<file path="config.mk">
export PLATFORM = sky130hd
export DESIGN_NAME = markup_strip_whitespace_normalizer
export DESIGN_NICKNAME = d
export VERILOG_FILES = /design/src/rtl/msw_pkg.sv /design/src/rtl/msw_ctrl.sv /design/src/rtl/msw_dp.sv /design/src/rtl/markup_strip_whitespace_normalizer.sv
export SDC_FILE = /design/constraint.sdc
export NUM_CORES = 1
export LEC_CHECK = 0
export BUFFER_PORTS_ARGS = -buffer_cell sky130_fd_sc_hd__buf_2
export CAP_MARGIN = 10
export CORE_ASPECT_RATIO = 1.75
export CORE_MARGIN = 3
export CORE_UTILIZATION = 54
export DETAILED_ROUTE_END_ITERATION = 8
export GPL_TIMING_DRIVEN = 0
export PLACE_DENSITY = 0.75
export SLEW_MARGIN = 20
export SYNTH_ARGS = -nofsm -noshare
export SYNTH_HDL_FRONTEND = slang
export SYNTH_SLANG_ARGS = --single-unit
export TNS_END_PERCENT = 5
</file>
<file path="constraint.sdc">
create_clock -name clk_i -period 3.4 [get_ports clk_i]
set_clock_uncertainty 0.15 [all_clocks]
set_input_delay 0.68 -clock clk_i [delete_from_list [all_inputs] [get_ports clk_i]]
set_output_delay 0.68 -clock clk_i [all_outputs]
set_load 0.01 [all_outputs]
</file>
<file path="src/rtl/msw_pkg.sv">
`default_nettype none

package msw_pkg;

  // pending whitespace queue
  localparam int unsigned PendDepth = 16;
  localparam int unsigned PtrW      = (PendDepth > 1) ? $clog2(PendDepth) : 1;
  localparam int unsigned CntW      = $clog2(PendDepth + 1);

  // character codes
  localparam logic [7:0] ChLt  = 8'h3C;
  localparam logic [7:0] ChGt  = 8'h3E;
  localparam logic [7:0] ChSp  = 8'h20;
  localparam logic [7:0] ChTab = 8'h09;
  localparam logic [7:0] ChLf  = 8'h0A;
  localparam logic [7:0] ChCr  = 8'h0D;

  // queued whitespace codes
  localparam logic [1:0] WsSp  = 2'd0;
  localparam logic [1:0] WsTab = 2'd1;
  localparam logic [1:0] WsLf  = 2'd2;
  localparam logic [1:0] WsCr  = 2'd3;

  // what the collapse stage hands to trim
  typedef enum logic [1:0] {
    KIND_NONE,
    KIND_WS,
    KIND_CHAR
  } kind_e;

  // source of an output beat
  typedef enum logic [1:0] {
    EMIT_POP,
    EMIT_CHAR,
    EMIT_MARK
  } emit_sel_e;

  typedef struct packed {
    logic      accept;
    logic      out_load;
    emit_sel_e emit_sel;
    logic      push;
    logic      pop;
    logic      set_started;
    logic      clear_text;
  } cmd_t;

  typedef struct packed {
    kind_e kind;
    logic  eot;
    logic  started;
    logic  cnt_zero;
    logic  cnt_full;
    logic  out_free;
  } sts_t;

endpackage

`default_nettype wire

</file>
<file path="src/rtl/msw_ctrl.sv">
`default_nettype none

module msw_ctrl (
  input  wire logic          clk_i,
  input  wire logic          rst_ni,
  input  wire logic          in_valid_i,
  output logic               in_stall_o,
  input  wire msw_pkg::sts_t sts_i,
  output msw_pkg::cmd_t      cmd_o
);

  localparam logic [1:0] S_IDLE  = 2'd0;
  localparam logic [1:0] S_WORK  = 2'd1;
  localparam logic [1:0] S_FLUSH = 2'd2;
  localparam logic [1:0] S_MARK  = 2'd3;

  logic [1:0] state_q, state_d;
  logic [1:0] done_state;

  assign in_stall_o = (state_q != S_IDLE);
  assign done_state = sts_i.eot ? S_MARK : S_IDLE;

  always_comb begin
    state_d           = state_q;
    cmd_o             = '0;
    cmd_o.emit_sel    = msw_pkg::EMIT_POP;
    case (state_q)
      S_IDLE: begin
        if (in_valid_i) begin
          cmd_o.accept = 1'b1;
          state_d      = S_WORK;
        end
      end
      S_WORK: begin
        case (sts_i.kind)
          msw_pkg::KIND_WS: begin
            if (!sts_i.started) begin
              state_d = done_state;
            end else if (sts_i.cnt_full) begin
              // overflow: oldest entry goes out, new one takes its slot
              if (sts_i.out_free) begin
                cmd_o.out_load = 1'b1;
                cmd_o.emit_sel = msw_pkg::EMIT_POP;
                cmd_o.pop      = 1'b1;
                cmd_o.push     = 1'b1;
                state_d        = done_state;
              end
            end else begin
              cmd_o.push = 1'b1;
              state_d    = done_state;
            end
          end
          msw_pkg::KIND_CHAR: begin
            cmd_o.set_started = 1'b1;
            state_d           = S_FLUSH;
          end
          default: begin
            state_d = done_state;
          end
        endcase
      end
      S_FLUSH: begin
        if (sts_i.out_free) begin
          cmd_o.out_load = 1'b1;
          if (!sts_i.cnt_zero) begin
            cmd_o.emit_sel = msw_pkg::EMIT_POP;
            cmd_o.pop      = 1'b1;
          end else begin
            cmd_o.emit_sel = msw_pkg::EMIT_CHAR;
            state_d        = done_state;
          end
        end
      end
      S_MARK: begin
        if (sts_i.out_free) begin
          cmd_o.out_load   = 1'b1;
          cmd_o.emit_sel   = msw_pkg::EMIT_MARK;
          cmd_o.clear_text = 1'b1;
          state_d          = S_IDLE;
        end
      end
      default: begin
        state_d = S_IDLE;
      end
    endcase
  end

  always_ff @(posedge clk_i or negedge rst_ni) begin
    if (!rst_ni) begin
      state_q <= S_IDLE;
    end else begin
      state_q <= state_d;
    end
  end

endmodule

`default_nettype wire

</file>
<file path="src/rtl/msw_dp.sv">
`default_nettype none

module msw_dp (
  input  wire logic          clk_i,
  input  wire logic          rst_ni,
  input  wire logic [7:0]    text_byte_i,
  input  wire logic          end_of_text_i,
  input  wire msw_pkg::cmd_t cmd_i,
  output msw_pkg::sts_t      sts_o,
  output logic               out_valid_o,
  input  wire logic          out_stall_i,
  output logic [7:0]         out_byte_o,
  output logic               byte_present_o,
  output logic               run_last_o
);

  localparam int unsigned SumW = msw_pkg::CntW + 1;

  // per-text state
  logic       inside_q, inside_d;
  logic [1:0] nl_run_q, nl_run_d;
  logic       lws_q, lws_d;
  logic       started_q;

  // item latched at accept
  logic [7:0]           b_q, b_d;
  logic [1:0]           code_q, code_d;
  msw_pkg::kind_e       kind_q, kind_d;
  logic                 eot_q;

  // pending queue
  logic [1:0]                 pend_q [msw_pkg::PendDepth];
  logic [msw_pkg::PtrW-1:0]   head_q, head_inc, tail;
  logic [msw_pkg::CntW-1:0]   cnt_q;
  logic [SumW-1:0]            tail_sum;
  logic [7:0]                 pop_byte;

  logic out_valid_q;
  logic [7:0] out_byte_q;
  logic present_q, last_q;

  // collapse stage on the incoming byte
  always_comb begin
    logic [7:0] c;
    logic       keep;
    logic [1:0] nl_inc;
    inside_d = inside_q;
    nl_run_d = nl_run_q;
    lws_d    = lws_q;
    c        = text_byte_i;
    keep     = 1'b0;
    b_d      = c;
    kind_d   = msw_pkg::KIND_NONE;
    nl_inc   = (nl_run_q == 2'd3) ? 2'd3 : nl_run_q + 2'd1;
    if (text_byte_i == msw_pkg::ChLt) begin
      inside_d = 1'b1;
    end else if (text_byte_i == msw_pkg::ChGt) begin
      inside_d = 1'b0;
      c        = msw_pkg::ChSp;
      keep     = 1'b1;
    end else if (!inside_q) begin
      keep = 1'b1;
    end
    if (keep) begin
      if (c == msw_pkg::ChLf) begin
        nl_run_d = nl_inc;
        lws_d    = 1'b0;
        b_d      = msw_pkg::ChLf;
        kind_d   = (nl_inc != 2'd3) ? msw_pkg::KIND_WS : msw_pkg::KIND_NONE;
      end else if (c == msw_pkg::ChSp || c == msw_pkg::ChTab) begin
        nl_run_d = 2'd0;
        b_d      = msw_pkg::ChSp;
        if (!lws_q) begin
          lws_d  = 1'b1;
          kind_d = msw_pkg::KIND_WS;
        end
      end else begin
        nl_run_d = 2'd0;
        lws_d    = 1'b0;
        b_d      = c;
        // CR passes collapse as ordinary but trims as whitespace
        kind_d   = (c == msw_pkg::ChCr) ? msw_pkg::KIND_WS : msw_pkg::KIND_CHAR;
      end
    end
    case (b_d)
      msw_pkg::ChTab: code_d = msw_pkg::WsTab;
      msw_pkg::ChLf:  code_d = msw_pkg::WsLf;
      msw_pkg::ChCr:  code_d = msw_pkg::WsCr;
      default:        code_d = msw_pkg::WsSp;
    endcase
  end

  // queue addressing
  assign head_inc = (head_q == msw_pkg::PtrW'(msw_pkg::PendDepth - 1)) ?
                    '0 : head_q + msw_pkg::PtrW'(1);
  assign tail_sum = SumW'(head_q) + SumW'(cnt_q);
  always_comb begin
    logic [SumW-1:0] wrapped;
    wrapped = (tail_sum >= SumW'(msw_pkg::PendDepth)) ?
              tail_sum - SumW'(msw_pkg::PendDepth) : tail_sum;
    tail    = wrapped[msw_pkg::PtrW-1:0];
  end

  always_comb begin
    case (pend_q[head_q])
      msw_pkg::WsTab: pop_byte = msw_pkg::ChTab;
      msw_pkg::WsLf:  pop_byte = msw_pkg::ChLf;
      msw_pkg::WsCr:  pop_byte = msw_pkg::ChCr;
      default:        pop_byte = msw_pkg::ChSp;
    endcase
  end

  always_ff @(posedge clk_i) begin
    if (cmd_i.push) begin
      pend_q[tail] <= code_q;
    end
  end

  always_ff @(posedge clk_i or negedge rst_ni) begin
    if (!rst_ni) begin
      inside_q  <= 1'b0;
      nl_run_q  <= 2'd0;
      lws_q     <= 1'b0;
      started_q <= 1'b0;
      head_q    <= '0;
      cnt_q     <= '0;
    end else if (cmd_i.clear_text) begin
      inside_q  <= 1'b0;
      nl_run_q  <= 2'd0;
      lws_q     <= 1'b0;
      started_q <= 1'b0;
      head_q    <= '0;
      cnt_q     <= '0;
    end else begin
      if (cmd_i.accept) begin
        inside_q <= inside_d;
        nl_run_q <= nl_run_d;
        lws_q    <= lws_d;
      end
      if (cmd_i.set_started) begin
        started_q <= 1'b1;
      end
      if (cmd_i.pop) begin
        head_q <= head_inc;
      end
      if (cmd_i.push && !cmd_i.pop) begin
        cnt_q <= cnt_q + msw_pkg::CntW'(1);
      end else if (cmd_i.pop && !cmd_i.push) begin
        cnt_q <= cnt_q - msw_pkg::CntW'(1);
      end
    end
  end

  always_ff @(posedge clk_i or negedge rst_ni) begin
    if (!rst_ni) begin
      kind_q <= msw_pkg::KIND_NONE;
      eot_q  <= 1'b0;
    end else if (cmd_i.accept) begin
      kind_q <= kind_d;
      eot_q  <= end_of_text_i;
    end
  end

  always_ff @(posedge clk_i) begin
    if (cmd_i.accept) begin
      b_q    <= b_d;
      code_q <= code_d;
    end
  end

  // output register
  always_ff @(posedge clk_i or negedge rst_ni) begin
    if (!rst_ni) begin
      out_valid_q <= 1'b0;
    end else if (cmd_i.out_load) begin
      out_valid_q <= 1'b1;
    end else if (!out_stall_i) begin
      out_valid_q <= 1'b0;
    end
  end

  always_ff @(posedge clk_i) begin
    if (cmd_i.out_load) begin
      case (cmd_i.emit_sel)
        msw_pkg::EMIT_CHAR: begin
          out_byte_q <= b_q;
          present_q  <= 1'b1;
          last_q     <= 1'b0;
        end
        msw_pkg::EMIT_MARK: begin
          out_byte_q <= 8'h00;
          present_q  <= 1'b0;
          last_q     <= 1'b1;
        end
        default: begin
          out_byte_q <= pop_byte;
          present_q  <= 1'b1;
          last_q     <= 1'b0;
        end
      endcase
    end
  end

  assign out_valid_o    = out_valid_q;
  assign out_byte_o     = out_byte_q;
  assign byte_present_o = present_q;
  assign run_last_o     = last_q;

  assign sts_o.kind     = kind_q;
  assign sts_o.eot      = eot_q;
  assign sts_o.started  = started_q;
  assign sts_o.cnt_zero = (cnt_q == '0);
  assign sts_o.cnt_full = (cnt_q == msw_pkg::CntW'(msw_pkg::PendDepth));
  assign sts_o.out_free = !out_valid_q || !out_stall_i;

endmodule

`default_nettype wire

</file>
<file path="src/rtl/markup_strip_whitespace_normalizer.sv">
`default_nettype none

// Channel  Handshake                 Payload                               Beat
// -------  ------------------------  ------------------------------------  ----------------
// in       in_valid_i / in_stall_o   text_byte_i, end_of_text_i            one text byte
// out      out_valid_o / out_stall_i out_byte_o, byte_present_o, run_last_o one result byte
//
// A whitespace or dropped byte passes accept and a trim step; a kept
// character passes accept, a trim step and an emit step. Queued whitespace
// bytes ahead of it are flushed first, and the end marker gets its own step.
// Output stalls freeze the controller only while a new beat waits for the
// output register; a finished beat sitting there does not block the next accept.
// Reset clears text state and queue count; queue entries are read only once written.

module markup_strip_whitespace_normalizer (
  input  wire logic       clk_i,
  input  wire logic       rst_ni,
  input  wire logic       in_valid_i,
  output logic            in_stall_o,
  input  wire logic [7:0] text_byte_i,
  input  wire logic       end_of_text_i,
  output logic            out_valid_o,
  input  wire logic       out_stall_i,
  output logic [7:0]      out_byte_o,
  output logic            byte_present_o,
  output logic            run_last_o
);

  msw_pkg::cmd_t cmd;
  msw_pkg::sts_t sts;

  // sequencer: accept, trim decision, queue flush, end marker
  msw_ctrl u_ctrl (
    .clk_i      (clk_i),
    .rst_ni     (rst_ni),
    .in_valid_i (in_valid_i),
    .in_stall_o (in_stall_o),
    .sts_i      (sts),
    .cmd_o      (cmd)
  );

  // collapse logic, pending queue, output register
  msw_dp u_dp (
    .clk_i          (clk_i),
    .rst_ni         (rst_ni),
    .text_byte_i    (text_byte_i),
    .end_of_text_i  (end_of_text_i),
    .cmd_i          (cmd),
    .sts_o          (sts),
    .out_valid_o    (out_valid_o),
    .out_stall_i    (out_stall_i),
    .out_byte_o     (out_byte_o),
    .byte_present_o (byte_present_o),
    .run_last_o     (run_last_o)
  );

  // never overwrite a result still waiting downstream
  a_no_overwrite: assert property (@(posedge clk_i) disable iff (!rst_ni)
    cmd.out_load |-> sts.out_free)
    else $error("output register overwritten");

  // a push into a full queue must evict the oldest entry
  a_full_push: assert property (@(posedge clk_i) disable iff (!rst_ni)
    (cmd.push && sts.cnt_full) |-> cmd.pop)
    else $error("push into full queue");

  // no pop from an empty queue
  a_pop_nonempty: assert property (@(posedge clk_i) disable iff (!rst_ni)
    cmd.pop |-> !sts.cnt_zero)
    else $error("pop from empty queue");

  // the end marker carries no byte
  a_marker_bare: assert property (@(posedge clk_i) disable iff (!rst_ni)
    (out_valid_o && run_last_o) |-> !byte_present_o)
    else $error("end marker with byte");

endmodule

`default_nettype wire

</file>
After elaboration in Yosys (flattened, before gate mapping):

Memories as Yosys holds them, arrays and structs flattened.
Cells that the tools add are included.

* $lt $le $gt $ge: 1
* equality and inequality tests: 29
* reduce and logical (&&, ||, !) cells: 20
* add/sub/neg operators: 6
* mux-type cells: 76

Operators by type and width (count)
* 8-bit by 4-bit equality test with 1-bit output (second input constant): 6
* 8-bit 2-to-1 mux: 5
* 1-bit 2-to-1 mux: 34
* 2-bit 2-to-1 mux: 17
* 5-bit 2-to-1 mux: 6
* 8-bit by 6-bit equality test with 1-bit output (second input constant): 3
* 6-bit one-hot mux with 3 select lines: 1
* 4-bit 2-to-1 mux: 4
* 8-bit one-hot mux with 2 select lines: 1
* 2-bit equality test (second input constant): 7
* 2-bit nonzero test: 5
* 3-bit 2-to-1 mux: 3
* 3-bit one-hot mux with 3 select lines: 1
* 2-bit by 1-bit equality test with 1-bit output (second input constant): 4
* 2-bit inequality test (second input constant): 4
* 2-bit one-hot mux with 4 select lines: 1
* 4-bit by 5-bit adder with 6-bit output: 1
* 6-bit by 5-bit >= comparator with 1-bit output (second input constant): 1
* 2-bit one-hot mux with 3 select lines: 1
* 3-bit nonzero test: 2
* 5-bit by 1-bit adder with 5-bit output (second input constant): 1
* 5-bit equality test (second input constant): 1
* 5-bit zero test: 1
* 5-bit inequality test (second input constant): 1
* 14 further kinds: 21

* word-level logic and storage cells: 148
* register bits after elaboration: 40
* output and inout port bits: 12
* RAM bits: 32
* input bits: 13
* memories: 1

Memories
* u_dp.pend_q: words 16, width 2, rd ports 1, clocked after Yosys merged registers in 0, write ports 1, RTL line msw_dp.sv:32 `logic [1:0] pend_q [msw_pkg::PendDepth];`

Logic depth before layout (Yosys ltp):

Gate-level depths: netlist of the first run.

* depth after elaboration: 12
* mapped depth: 12
* gate-level depth less buffers: 12

Hierarchy:

From an unflattened synthesis of the first run, not the netlist that was laid out.

* cell total of the unflattened synthesis: 300
* area, all modules: 3658.5 um^2

By module, submodules not included
* msw_dp: cells each 261, times used 1, area an instance 3345.7 um^2, sequential area each 2011.9 um^2
* msw_ctrl: cells each 39, times used 1, area an instance 312.8 um^2, sequential area each 50.0 um^2

Worst setup path before layout of the first run:

OpenSTA, ideal clock, no wires.

* path kind: register -> register
* start: reg u_dp.cnt_q[1] (netlist name)
* end: reg u_dp.cnt_q[4] (netlist name)
* library setup time: 125 ps
* required time: 3125 ps
* arrival: 2980 ps
* cell stages (with the launch flop): 10
* clock period less this slack: 3254 ps
* path slack: 146 ps
* path buffers: 0
* cell sequence: dfrtp_1 > or4_4 > o211a_1 > a21oi_2 > inv_1 > fa_1 > a21o_1 > a21oi_1 > mux2i_1 > mux2_2

* cells in the longest elaborated chain, start to end: 9
* elaborated cells between the ends (all ways): 20
* classes of those cells: add/sub (2); eq/ne (1); mux (11); reduce/logical (6)

Ends and longest elaborated chain
* from (decl): RTL line msw_dp.sv:34 `logic [msw_pkg::CntW-1:0] cnt_q;`
* from (signal assigned): RTL line msw_dp.sv:147 `cnt_q <= cnt_q + msw_pkg::CntW'(1);`
* from (signal assigned): RTL line msw_dp.sv:149 `cnt_q <= cnt_q - msw_pkg::CntW'(1);`
* 5-bit equality test: RTL line msw_dp.sv:213 `assign sts_o.cnt_full = (cnt_q == msw_pkg::CntW'(msw_pkg::PendDepth));`
* 1-bit 2-to-1 mux: RTL line msw_ctrl.sv:39 `end else if (sts_i.cnt_full) begin`
* 5-bit 2-to-1 mux: RTL line msw_ctrl.sv:37 `if (!sts_i.started) begin`
* 5-bit 2-to-1 mux: RTL line msw_ctrl.sv:35 `case (sts_i.kind)`
* 1-bit one-hot mux with 2 select lines: RTL line msw_ctrl.sv:27 `case (state_q)`
* 1-bit zero test: RTL line msw_dp.sv:146 `if (cmd_i.push && !cmd_i.pop) begin`
* 1-bit logical AND: RTL line msw_dp.sv:146
* 5-bit 2-to-1 mux: RTL line msw_dp.sv:146
* 5-bit 2-to-1 mux: RTL line msw_dp.sv:127 `end else if (cmd_i.clear_text) begin`

Parallel ways exist; a longest one is shown, timed or not. The select of a mux whose other input is x is not followed.
A chain may end at the register's enable or synchronous reset.

Worst setup path after layout of the first run:

Same ends and word-level chain as after synthesis.

==> impl_results.md, run 1 <==
* Status: completed
* CTS root buf: clkbuf_8
* CP Launch Type: flip-flop
* Largest net degree at the start of global routing at 21
* DR pass1 iterations at 4
* Global placer's final weighted congestion at between 0.8 and 0.9
* Max-cap violations at 0
* Final hold viol count at 0
* R2R cell count at 9
* CTS tree: done
* Synth async-reset ratio at approximately 28%
* Synthesized Nets at approximately 320
* Post-route cell area at between 0.004 and 0.005 mm²
* Ant. Diodes at 0
* Slew Limit Fails at 0
* Clk sinks at 72
* Number of flops mapped to enable cells by yosys at between 50 and 60
* Setup CP Type: flip-flop to flip-flop
* Maximum clock path buffer count at 2
* RSZ-0062 raised after global routing: false
* Overall Global Routing Usage at 19.2%
* Reg clk slew, reported paths at 0.07 ns
* Setup Viol. Count Final at 0
* Flops & latches, synth at slightly above 70
* Slew headroom at between 50% and 60%
* Vias at 2,438
* DRC at 0
* Fmax at between 300 and 400 MHz
* Power consumption at ~0.0029 W
* Full die area at about 0.0078 mm²
* Worst EP arrival at 3.36 ns
* Number of buffers created by CTS at 9
* Worst flop-to-flop path startpoint: u_dp.cnt_q[1]$_DFFE_PN0P_
* Placed cell area at 0.00385 mm²
* Core Area at between 0.006 and 0.007 mm²
* Slew @ Worst Pin at ~0.72 ns
* Worst EP required at 3.48 ns
* # IOs at 25
* Post-Syn Area at ~0.0036 mm²
* Worst-path fanout max at 8
* Hpwl dp at about 5000 µm
* Die Ht at approximately 110 µm
* Worst R2R End: u_dp.cnt_q[4]$_DFFE_PN0P_
* Fin crit share at between 90% and 100%
* Syn Area/Cell at around 12 µm²
* H-tree lvl count at 3
* Lkg Pwr at about 1.6 nW
* Average wire per standard cell at roughly 16 µm
* Die extent in x at between 60 and 70 µm
* Routed Antenna Nets at 0
* Share of cells above drive strength 1 at about a fifth
* Clock latency on the worst-skew pair at 0.34 ns
* Cell taking the most area after synthesis: edfxtp_1
* YS warnings at 0
* Max VDD drop at between 0.0004 and 0.0005 V
* Hold-fix buffers at CTS at 0
* Hold Path Class: input port to async pin
* Row cnt at 38
* Number of global-route vias before repair at ~2,400
* Buffers on Ports at 24
* Synth area leaders: edfxtp_1 (43%), dfrtp_1 (14%), ha_1 (4.8%), mux4_2 (3.1%), nor2_1 (3.0%)
* Library cells used by synthesis at 54
* Final Critical Period at around 3.3 ns
* Global-route wire length before repair at about 11,000 µm
* R2R Setup Slk at 0.11 ns
* Post-synth top area share at a little over two fifths
* Top FF cell, synth: edfxtp_1
* Congestion Overflow GR at 0
* Iteration-0 DRC count of the detailed router at ~140
* Final nets at approximately 360
* Cell count after synthesis at 294
* Post-Route WL at between 6000 and 7000 µm
* Initial antenna violation count at 0
* Area Overhead vs Synth at 12.7%
* Crit end category: flip-flop
* Vias per cell at just under 6
* Post-synthesis sequential area ratio at between 50 and 60%
* Initial core utilization at between 50% and 60%
* PwrDens at a little over 700 mW/mm²
[synthesized netlist by cell type (2+ instances only)]
| master | n |
|---|---|
| mux2i_1 | 8 |
| or3_1 | 2 |
| a21boi_0 | 4 |
| xnor2_1 | 4 |
| fa_1 | 2 |
| mux4_2 | 5 |
| and4b_1 | 2 |
| a31oi_1 | 3 |
| a21o_1 | 6 |
| nand3_1 | 7 |
| mux4_1 | 2 |
| o21ai_0 | 14 |
| nand4_1 | 2 |
| edfxtp_1 | 52 |
| nor3_1 | 5 |
| inv_1 | 17 |
| nand2_1 | 20 |
| and2_1 | 8 |
| nor3b_1 | 2 |
| nor2b_1 | 4 |
| mux2_2 | 3 |
| a22o_1 | 2 |
| a21oi_1 | 19 |
| xor2_1 | 4 |
| clkbuf_1 | 6 |
| o31ai_1 | 2 |
| dfrtp_1 | 20 |
| a221oi_1 | 2 |
| nor2_1 | 29 |
| ha_1 | 14 |
[how the worst max path moves through the flow]
stage	startpoint	endpoint	slack (ns)	depth (start not counted)
final	u_dp.cnt_q[1]$_DFFE_PN0P_	u_dp.cnt_q[4]$_DFFE_PN0P_	0.11	9
after global routing	u_ctrl.state_q[1]$_DFFE_PN0P_	u_dp.cnt_q[4]$_DFFE_PN0P_	0.02	11
after CTS	u_dp.cnt_q[0]$_DFFE_PN0P_	u_dp.cnt_q[4]$_DFFE_PN0P_	0.01	9
after detailed placement	u_dp.cnt_q[0]$_DFFE_PN0P_	u_dp.cnt_q[4]$_DFFE_PN0P_	-0.15	9
after global placement	u_dp.cnt_q[0]$_DFFE_PN0P_	u_dp.cnt_q[4]$_DFFE_PN0P_	-0.12	9
after floorplan	u_dp.cnt_q[1]$_DFFE_PN0P_	u_dp.cnt_q[4]$_DFFE_PN0P_	0.15	9
[layer usage]
layer / vias up / track usage [%] / part of all wire (%)
met1: 1181 / 20.8 / 38
met4: 0 / 11.6 / 3.0
met5: - / 0 / 0
li1: 1170 / - / -
met3: 20 / 4.72 / 4.3
met2: 67 / 32.8 / 55
[registers in the layout, indices dropped and copies added, names as in the netlist]
name,count
u_dp.pend_q,32
u_dp.b_q,8
u_dp.out_byte_o,8
u_dp.cnt_q,5
u_dp.head_q,4
u_ctrl.state_q,2
u_dp.code_q,2
u_dp.kind_q,2
u_dp.nl_run_q,2
u_dp.byte_present_o,1
u_dp.eot_q,1
u_dp.inside_q,1
u_dp.lws_q,1
u_dp.out_valid_o,1
u_dp.run_last_o,1
u_dp.started_q,1
[power by group]
part | total (W) | internal (W) | leakage (nW) | switching, W
Combinational | 0.00104 | 0.000458 | 0.752 | 0.000581
Sequential | 0.00122 | 0.00111 | 0.736 | 0.000111
Clock | 0.000618 | 0.000328 | 0.0933 | 0.000289
[through the flow]
stage	instances	hold slack [ns]	util [%]	setup TNS, ns	setup slack, ns
finish	417	0.133	64.0	0	0.115
global route	417	0.126	64.0	0	0.0154
CTS	414	0.117	63.5	0	0.0127
detailed placement	399	0.356	60.4	-0.150	-0.150
global placement	398	0.330	60.3	-0.119	-0.119
floorplan	294	0.234	-	0	0.146
[repair_timing]
item / CTS / global route
gates resized for setup: 6 / 2
setup endpoints to repair: 1 / 1
pin swaps: 0 / 1
buffers inserted: 0 / 3
[worst max-delay path, cell delays in order (launching register included)]
cell,delay [ns]
dfrtp_2,0.47
or4_4,0.58
o211a_4,0.28
a21oi_4,0.16
inv_2,0.11
fa_1,0.47
a21o_1,0.19
a21oi_1,0.20
mux2i_1,0.22
mux2_2,0.34
[layout make-up]
class,count,area (µm²)
fill,510,2290
sequential,72,2060
multi-input combinational,197,1480
timing repair buffer,28,150
clock buffer,10,128
tap,80,100
inverter,17,63.8
clock inverter,5,48.8
buffer,8,38.8
[cell families (layout without fill, tap and decap cells)]
logic type / count (synthesis) / after routing / synth area share [%]
and+or+nand+nor: 91 / 91 / 13.0
DFF: 72 / 72 / 57.0
AOI/OAI and AO/OA: 64 / 64 / 11.6
buffers and inverters: 25 / 68 / 2.84
muxes: 18 / 18 / 7.71
adders and majority gates: 16 / 16 / 5.95
xor gates and xnor gates: 8 / 8 / 1.94
[cells in the final DEF, fill, tap and decap left out, types with 8 or more instances in the layout]
cell type,netlist,final
mux2i_1,8,8
clkbuf_8,0,9
buf_2,1,25
ha_1,14,14
a21oi_1,19,19
nand2_1,20,20
inv_1,17,16
and2_1,8,8
edfxtp_1,52,52
o21ai_0,14,14
dfrtp_1,20,18
nor2_1,29,29
No activity file was read; power rests on OpenSTA's default activity.
==> run 2, diff against run 1 <==
- CORE_ASPECT_RATIO: 1.75 -> unset
- CORE_UTILIZATION: 54 -> 35
- PLACE_DENSITY: 0.75 -> 0.53
==> impl_results.md, run 2 (synthesis gave the netlist of run 1 again) <==
* Clock latency on the worst-skew pair at 0.34 ns (about the same)
* Iteration-0 DRC count of the detailed router at 132 (was 141)
* Maximum clock path buffer count at 2 (unchanged)
* Cell Count Post-Placement at 451 (was 399)
* Initial core utilization at 36.5% (was 56.8%)
* Most frequent cells in the layout: edfxtp_1 (52), nor2_1 (29), buf_2 (25) (unchanged)
* Fill cell count at 977 (was 510)
* Global-route wire length before repair at 11,900 µm (was 10,800 µm)
* Global placer's final weighted congestion at 0.774 (was 0.827)
* Most common cell after layout, fill and taps aside: edfxtp_1 (unchanged)
* Congestion Overflow GR at 0 (unchanged)
* Lkg Pwr at 1.58 nW (about the same)
* # IOs at 25 (unchanged)
* Slew @ Worst Pin at 0.912 ns (was 0.725 ns)
* Cell Int Power at 0.00191 W (was 0.00190 W)
* NetSw at 0.00105 W (was 0.000981 W)
* Hold-fix buffers at CTS at 0 (unchanged)
* Row cnt at 36 (was 38)
* Status: completed (unchanged)
* Non-Filler Instances at 468 (was 417)
* Full die area at 0.0116 mm² (was 0.00776 mm²)
* Number of buffers created by CTS at 9 (unchanged)
* R2R cell count at 9 (unchanged)
* Power consumption at 0.00297 W (was 0.00288 W)
* Core Area at 0.00991 mm² (was 0.00637 mm²)
* Hpwl dp at 5200 µm (was 5000 µm)
* FF+latch area at 0.00206 mm² (unchanged)
* Buffers on Ports at 24 (unchanged)
* Vias at 2,325 (was 2,438)
* Worst EP required at 3.48 ns (about the same)
* Sequential power share at 41.0% (was 42.4%)
* Final Hold Slack at 0.135 ns (was 0.133 ns)
* Setup Viol. Count Final at 0 (unchanged)
* Slew headroom at 38.4% (was 51.0%)
* Final hold viol count at 0 (unchanged)
* Average wire per standard cell at 15.2 µm (was 16.3 µm)
* Final nets at 359 (was 362)
* Vias per cell at 4.97 (was 5.85)
* H-tree lvl count at 3 (unchanged)
* Number of global-route vias before repair at 2,324 (was 2,422)
* Worst EP arrival at 3.36 ns (about the same)
* DR pass1 iterations at 4 (unchanged)
* RSZ-0062 raised after global routing: false (unchanged)
* Worst-path fanout max at 8 (unchanged)
* Slew Limit Fails at 0 (unchanged)
* Largest reg by FF count: u_dp.pend_q (unchanged)
* CTS tree: done (unchanged)
* Largest net degree at the start of global routing at 21 (unchanged)
* Share of cells above drive strength 1 at 18.8% (was 18.7%)
* CP Launch Type: flip-flop (unchanged)
* Die Ht at 108 µm (was 114 µm)
* Clock network power share at 24.2% (was 21.5%)
* Setup CP Type: flip-flop to flip-flop (unchanged)
* Ant. Diodes at 0 (unchanged)
* DRC at 0 (unchanged)
* Reg clk slew, reported paths at 0.08 ns (was 0.07 ns)
* Overall Global Routing Usage at 13.3% (was 19.2%)
* Fin crit share at 96.3% (was 96.6%)
* Post-Route WL at 7100 µm (was 6800 µm)
* Fmax at 305 MHz (was 304 MHz)
* Combinational Power Share at 34.8% (was 36.1%)
* Max-cap violations at 0 (unchanged)
* Area Overhead vs Synth at 14.8% (was 12.7%)
* Max VDD drop at 0.000339 V (was 0.000434 V)
* Switching Fraction at 35.5% (was 34.1%)
* Hold Path Class: input port to async pin (unchanged)
* CTS root buf: clkbuf_8 (unchanged)
* Die extent in x at 108 µm (was 67.9 µm)
* Final Critical Period at 3.27 ns (was 3.29 ns)
* Footprint of the multi-input gates at 0.00148 mm² (about the same)
* PwrDens at 714 mW/mm² (was 706 mW/mm²)
* Crit end category: flip-flop (unchanged)
* Largest register FFs at 32 (unchanged)
* Clk sinks at 72 (unchanged)
* Routed Antenna Nets at 0 (unchanged)
* Initial antenna violation count at 0 (unchanged)
run 2: routing by layer:
layer | wire [µm] | vias up | GRT usage (%)
li1 | - | 1167 | -
met1 | 3540 | 1115 | 19.4
met2 | 3280 | 35 | 19.9
met3 | 202 | 8 | 2.52
met4 | 79 | 0 | 4.06
met5 | 0 | - | 0
run 2: through the flow:
step	utilization [%]	setup slack, ns	TNS (ns)	area [µm²]
finish	41.9	0.126	0	4150
global route	41.9	0.0162	0	4150
CTS	41.7	0.00333	0	4130
detailed placement	39.4	-0.140	-0.140	3910
global placement	39.4	-0.142	-0.142	3910
floorplan	-	0.146	0	3620
run 2: worst max-delay path: stages (launching register included):
cell and delay, ns:
dfrtp_2 0.47, or4_4 0.60, o211a_4 0.28, a21oi_4 0.18, inv_2 0.11, fa_1 0.46
a21o_1 0.20, a21oi_2 0.16, mux2i_1 0.21, mux2_2 0.34
run 2: cell type report:
class                           instances  share of cell area, %
Buffer                                  8                  0.934
Clock buffer                            9                   2.98
Clock inverter                          7                   2.11
Inverter                               17                   1.54
Multi-Input combinational cell        197                   35.7
Sequential cell                        72                   49.7
Tap cell                              133                   4.01
Timing Repair Buffer                   25                   3.07
run 2: path summary, 6_finish.rpt:
path | from | to | slack (ns)
max reg2reg | u_dp.cnt_q[0]$_DFFE_PN0P_ | u_dp.cnt_q[4]$_DFFE_PN0P_ | 0.13
min | rst_ni | u_dp.nl_run_q[1]$_DFFE_PN0P_ | 0.14
max | u_dp.cnt_q[0]$_DFFE_PN0P_ | u_dp.cnt_q[4]$_DFFE_PN0P_ | 0.13
min in group clk_i | u_dp.started_q$_DFFE_PN0P_ | u_dp.started_q$_DFFE_PN0P_ | 0.36
max in group asynchronous | rst_ni | u_dp.cnt_q[1]$_DFFE_PN0P_ | 2.61
min reg2reg | u_dp.started_q$_DFFE_PN0P_ | u_dp.started_q$_DFFE_PN0P_ | 0.36
run 2: repair_timing:
item,CTS,global route
pin swaps,1,1
resized for setup,4,3
cloned,0,0
setup buffers,0,1
endpoints found under the setup margin,1,1
run 2: power by group through the flow:
stage	registers, W	logic [W]	clock network [W]
final	0.00122	0.00103	0.000717
after global routing	0.00124	0.00114	0.000776
after CTS	0.00122	0.00102	0.000736
after detailed placement	0.00123	0.00100	0
after global placement	0.00123	0.000980	0
after floorplan	0.00122	0.000736	0
==> run 3, diff against run 2 <==
- REMOVE_ABC_BUFFERS: unset -> 1
==> impl_results.md, run 3 (synthesis gave the netlist of run 1 again) <==
* Status: completed (unchanged)
* Global placer's final weighted congestion at 0.840 (was 0.774)
* Hpwl dp at 5150 µm (was 5200 µm)
* DR pass1 iterations at 4 (unchanged)
* Setup Viol. Count Final at 0 (unchanged)
* Worst EP arrival at 3.34 ns (was 3.36 ns)
* Final Critical Period at 3.26 ns (was 3.27 ns)
* Area Overhead vs Synth at 14.5% (was 14.8%)
* Vias at 2,336 (was 2,325)
* Number of buffers created by CTS at 9 (unchanged)
* Number of global-route vias before repair at 2,338 (was 2,324)
* Slew Limit Fails at 0 (unchanged)
* CTS root buf: clkbuf_8 (unchanged)
* Clock latency on the worst-skew pair at 0.34 ns (about the same)
* Fill cell count at 961 (was 977)
* Initial antenna violation count at 0 (unchanged)
* Full die area at 0.0116 mm² (unchanged)
* Largest register FFs at 32 (unchanged)
* Largest net degree at the start of global routing at 21 (unchanged)
* Ant. Diodes at 0 (unchanged)
* Die Ht at 108 µm (unchanged)
* Most common cell after layout, fill and taps aside: edfxtp_1 (unchanged)
* Worst EP required at 3.48 ns (about the same)
* Average wire per standard cell at 15.4 µm (was 15.2 µm)
* # IOs at 25 (unchanged)
* Lkg Pwr at 1.59 nW (was 1.58 nW)
* FF+latch area at 0.00206 mm² (unchanged)
* Largest reg by FF count: u_dp.pend_q (unchanged)
* PwrDens at 711 mW/mm² (was 714 mW/mm²)
* DRC at 0 (unchanged)
* Final hold viol count at 0 (unchanged)
* Footprint of the multi-input gates at 0.00147 mm² (was 0.00148 mm²)
* Core Area at 0.00991 mm² (unchanged)
* Final Hold Slack at 0.138 ns (was 0.135 ns)
* Post-Route WL at 7200 µm (was 7100 µm)
* Vias per cell at 5.01 (was 4.97)
* Fin crit share at 95.9% (was 96.3%)
* Clk sinks at 72 (unchanged)
* Setup CP Type: flip-flop to flip-flop (unchanged)
* Overall Global Routing Usage at 13.3% (about the same)
* Slew @ Worst Pin at 0.787 ns (was 0.912 ns)
* Non-Filler Instances at 466 (was 468)
* Max-cap violations at 0 (unchanged)
* Hold Path Class: input port to async pin (unchanged)
* Final nets at 357 (was 359)
* CTS tree: done (unchanged)
* CP Launch Type: flip-flop (unchanged)
* Placement Setup Slack at -0.147 ns (was -0.140 ns)
* Initial core utilization at 36.5% (unchanged)
* RSZ-0062 raised after global routing: false (unchanged)
* Max VDD drop at 0.000345 V (was 0.000339 V)
* Routed Antenna Nets at 0 (unchanged)
* Reg clk slew, reported paths at 0.09 ns (was 0.08 ns)
* Buffers on Ports at 24 (unchanged)
* H-tree lvl count at 3 (unchanged)
* Fmax at 307 MHz (was 305 MHz)
* Row cnt at 36 (unchanged)
* Worst-path fanout max at 8 (unchanged)
* Global-route wire length before repair at 11,900 µm (about the same)
* Power consumption at 0.00294 W (was 0.00297 W)
* Final WS setup at 0.141 ns (was 0.126 ns)
* Slew headroom at 47.6% (was 38.4%)
* Most frequent cells in the layout: edfxtp_1 (52), nor2_1 (29), buf_2 (24) (was edfxtp_1 (52), nor2_1 (29), buf_2 (25))
* Die extent in x at 108 µm (unchanged)
* Crit end category: flip-flop (unchanged)
* Maximum clock path buffer count at 2 (unchanged)
* Hold-fix buffers at CTS at 0 (unchanged)
* Congestion Overflow GR at 0 (unchanged)
* Iteration-0 DRC count of the detailed router at 89 (was 132)
* Cell Count Post-Placement at 444 (was 451)
* Share of cells above drive strength 1 at 19.2% (was 18.8%)
-- run 3: per-layer routing --
layer / vias to the layer above / GRT usage (%) / wire length (µm)
met5: - / 0 / 0
li1: 1164 / - / -
met1: 1134 / 19.0 / 3590
met2: 31 / 20.2 / 3350
met4: 0 / 5.14 / 68
met3: 7 / 2.40 / 186
-- run 3: power breakdown --
part           switching, W  total, W  leakage (nW)  internal (W)
combinational      0.000527  0.000981         0.752      0.000454
sequential         0.000155   0.00126         0.736       0.00111
clock              0.000355  0.000702        0.0987      0.000347
-- run 3: area by class of cell --
| cell class | instances | share of cell area [%] |
|---|---|---|
| inverters | 17 | 1.54 |
| repair buffers | 31 | 4.17 |
| well taps | 133 | 4.02 |
| clock inverters | 7 | 1.84 |
| clock buffers | 9 | 2.99 |
| multi-input cells | 197 | 35.6 |
| flip-flops and latches | 72 | 49.8 |
-- run 3: metrics by stage --
stage	util (%)	area, µm²	TNS, ns
after global routing	41.8	4140	0
after floorplan	-	3580	0
after detailed placement	39.1	3870	-0.147
after CTS	41.3	4100	0
final	41.8	4140	0
after global placement	39.0	3870	-0.132
-- run 3: worst paths after layout --
check,startpoint,endpoint,slack [ns],depth (start not counted)
max,u_dp.cnt_q[0]$_DFFE_PN0P_,u_dp.cnt_q[4]$_DFFE_PN0P_,0.14,9
min,rst_ni,u_dp.cnt_q[3]$_DFFE_PN0P_,0.14,1
max reg2reg,u_dp.cnt_q[0]$_DFFE_PN0P_,u_dp.cnt_q[4]$_DFFE_PN0P_,0.14,9
min reg2reg,u_dp.started_q$_DFFE_PN0P_,u_dp.started_q$_DFFE_PN0P_,0.35,2
max in group asynchronous,rst_ni,u_dp.cnt_q[1]$_DFFE_PN0P_,2.61,1
min in group clk_i,u_dp.started_q$_DFFE_PN0P_,u_dp.started_q$_DFFE_PN0P_,0.35,2
-- run 3: timing repair --
| item | 4_1_cts | 5_1_grt |
|---|---|---|
| resized for setup | 5 | 1 |
| buffers inserted | 1 | 5 |
| pin swaps | 1 | 0 |
| endpoints found under the setup margin | 1 | 1 |
-- run 3: worst max-delay path, stage by stage (launching register included) --
cell,delay [ns]
dfrtp_2,0.45
or4_4,0.59
o211a_4,0.28
a21oi_4,0.14
inv_2,0.11
fa_1,0.46
a21o_1,0.20
a21oi_1,0.20
mux2i_1,0.22
mux2_2,0.34
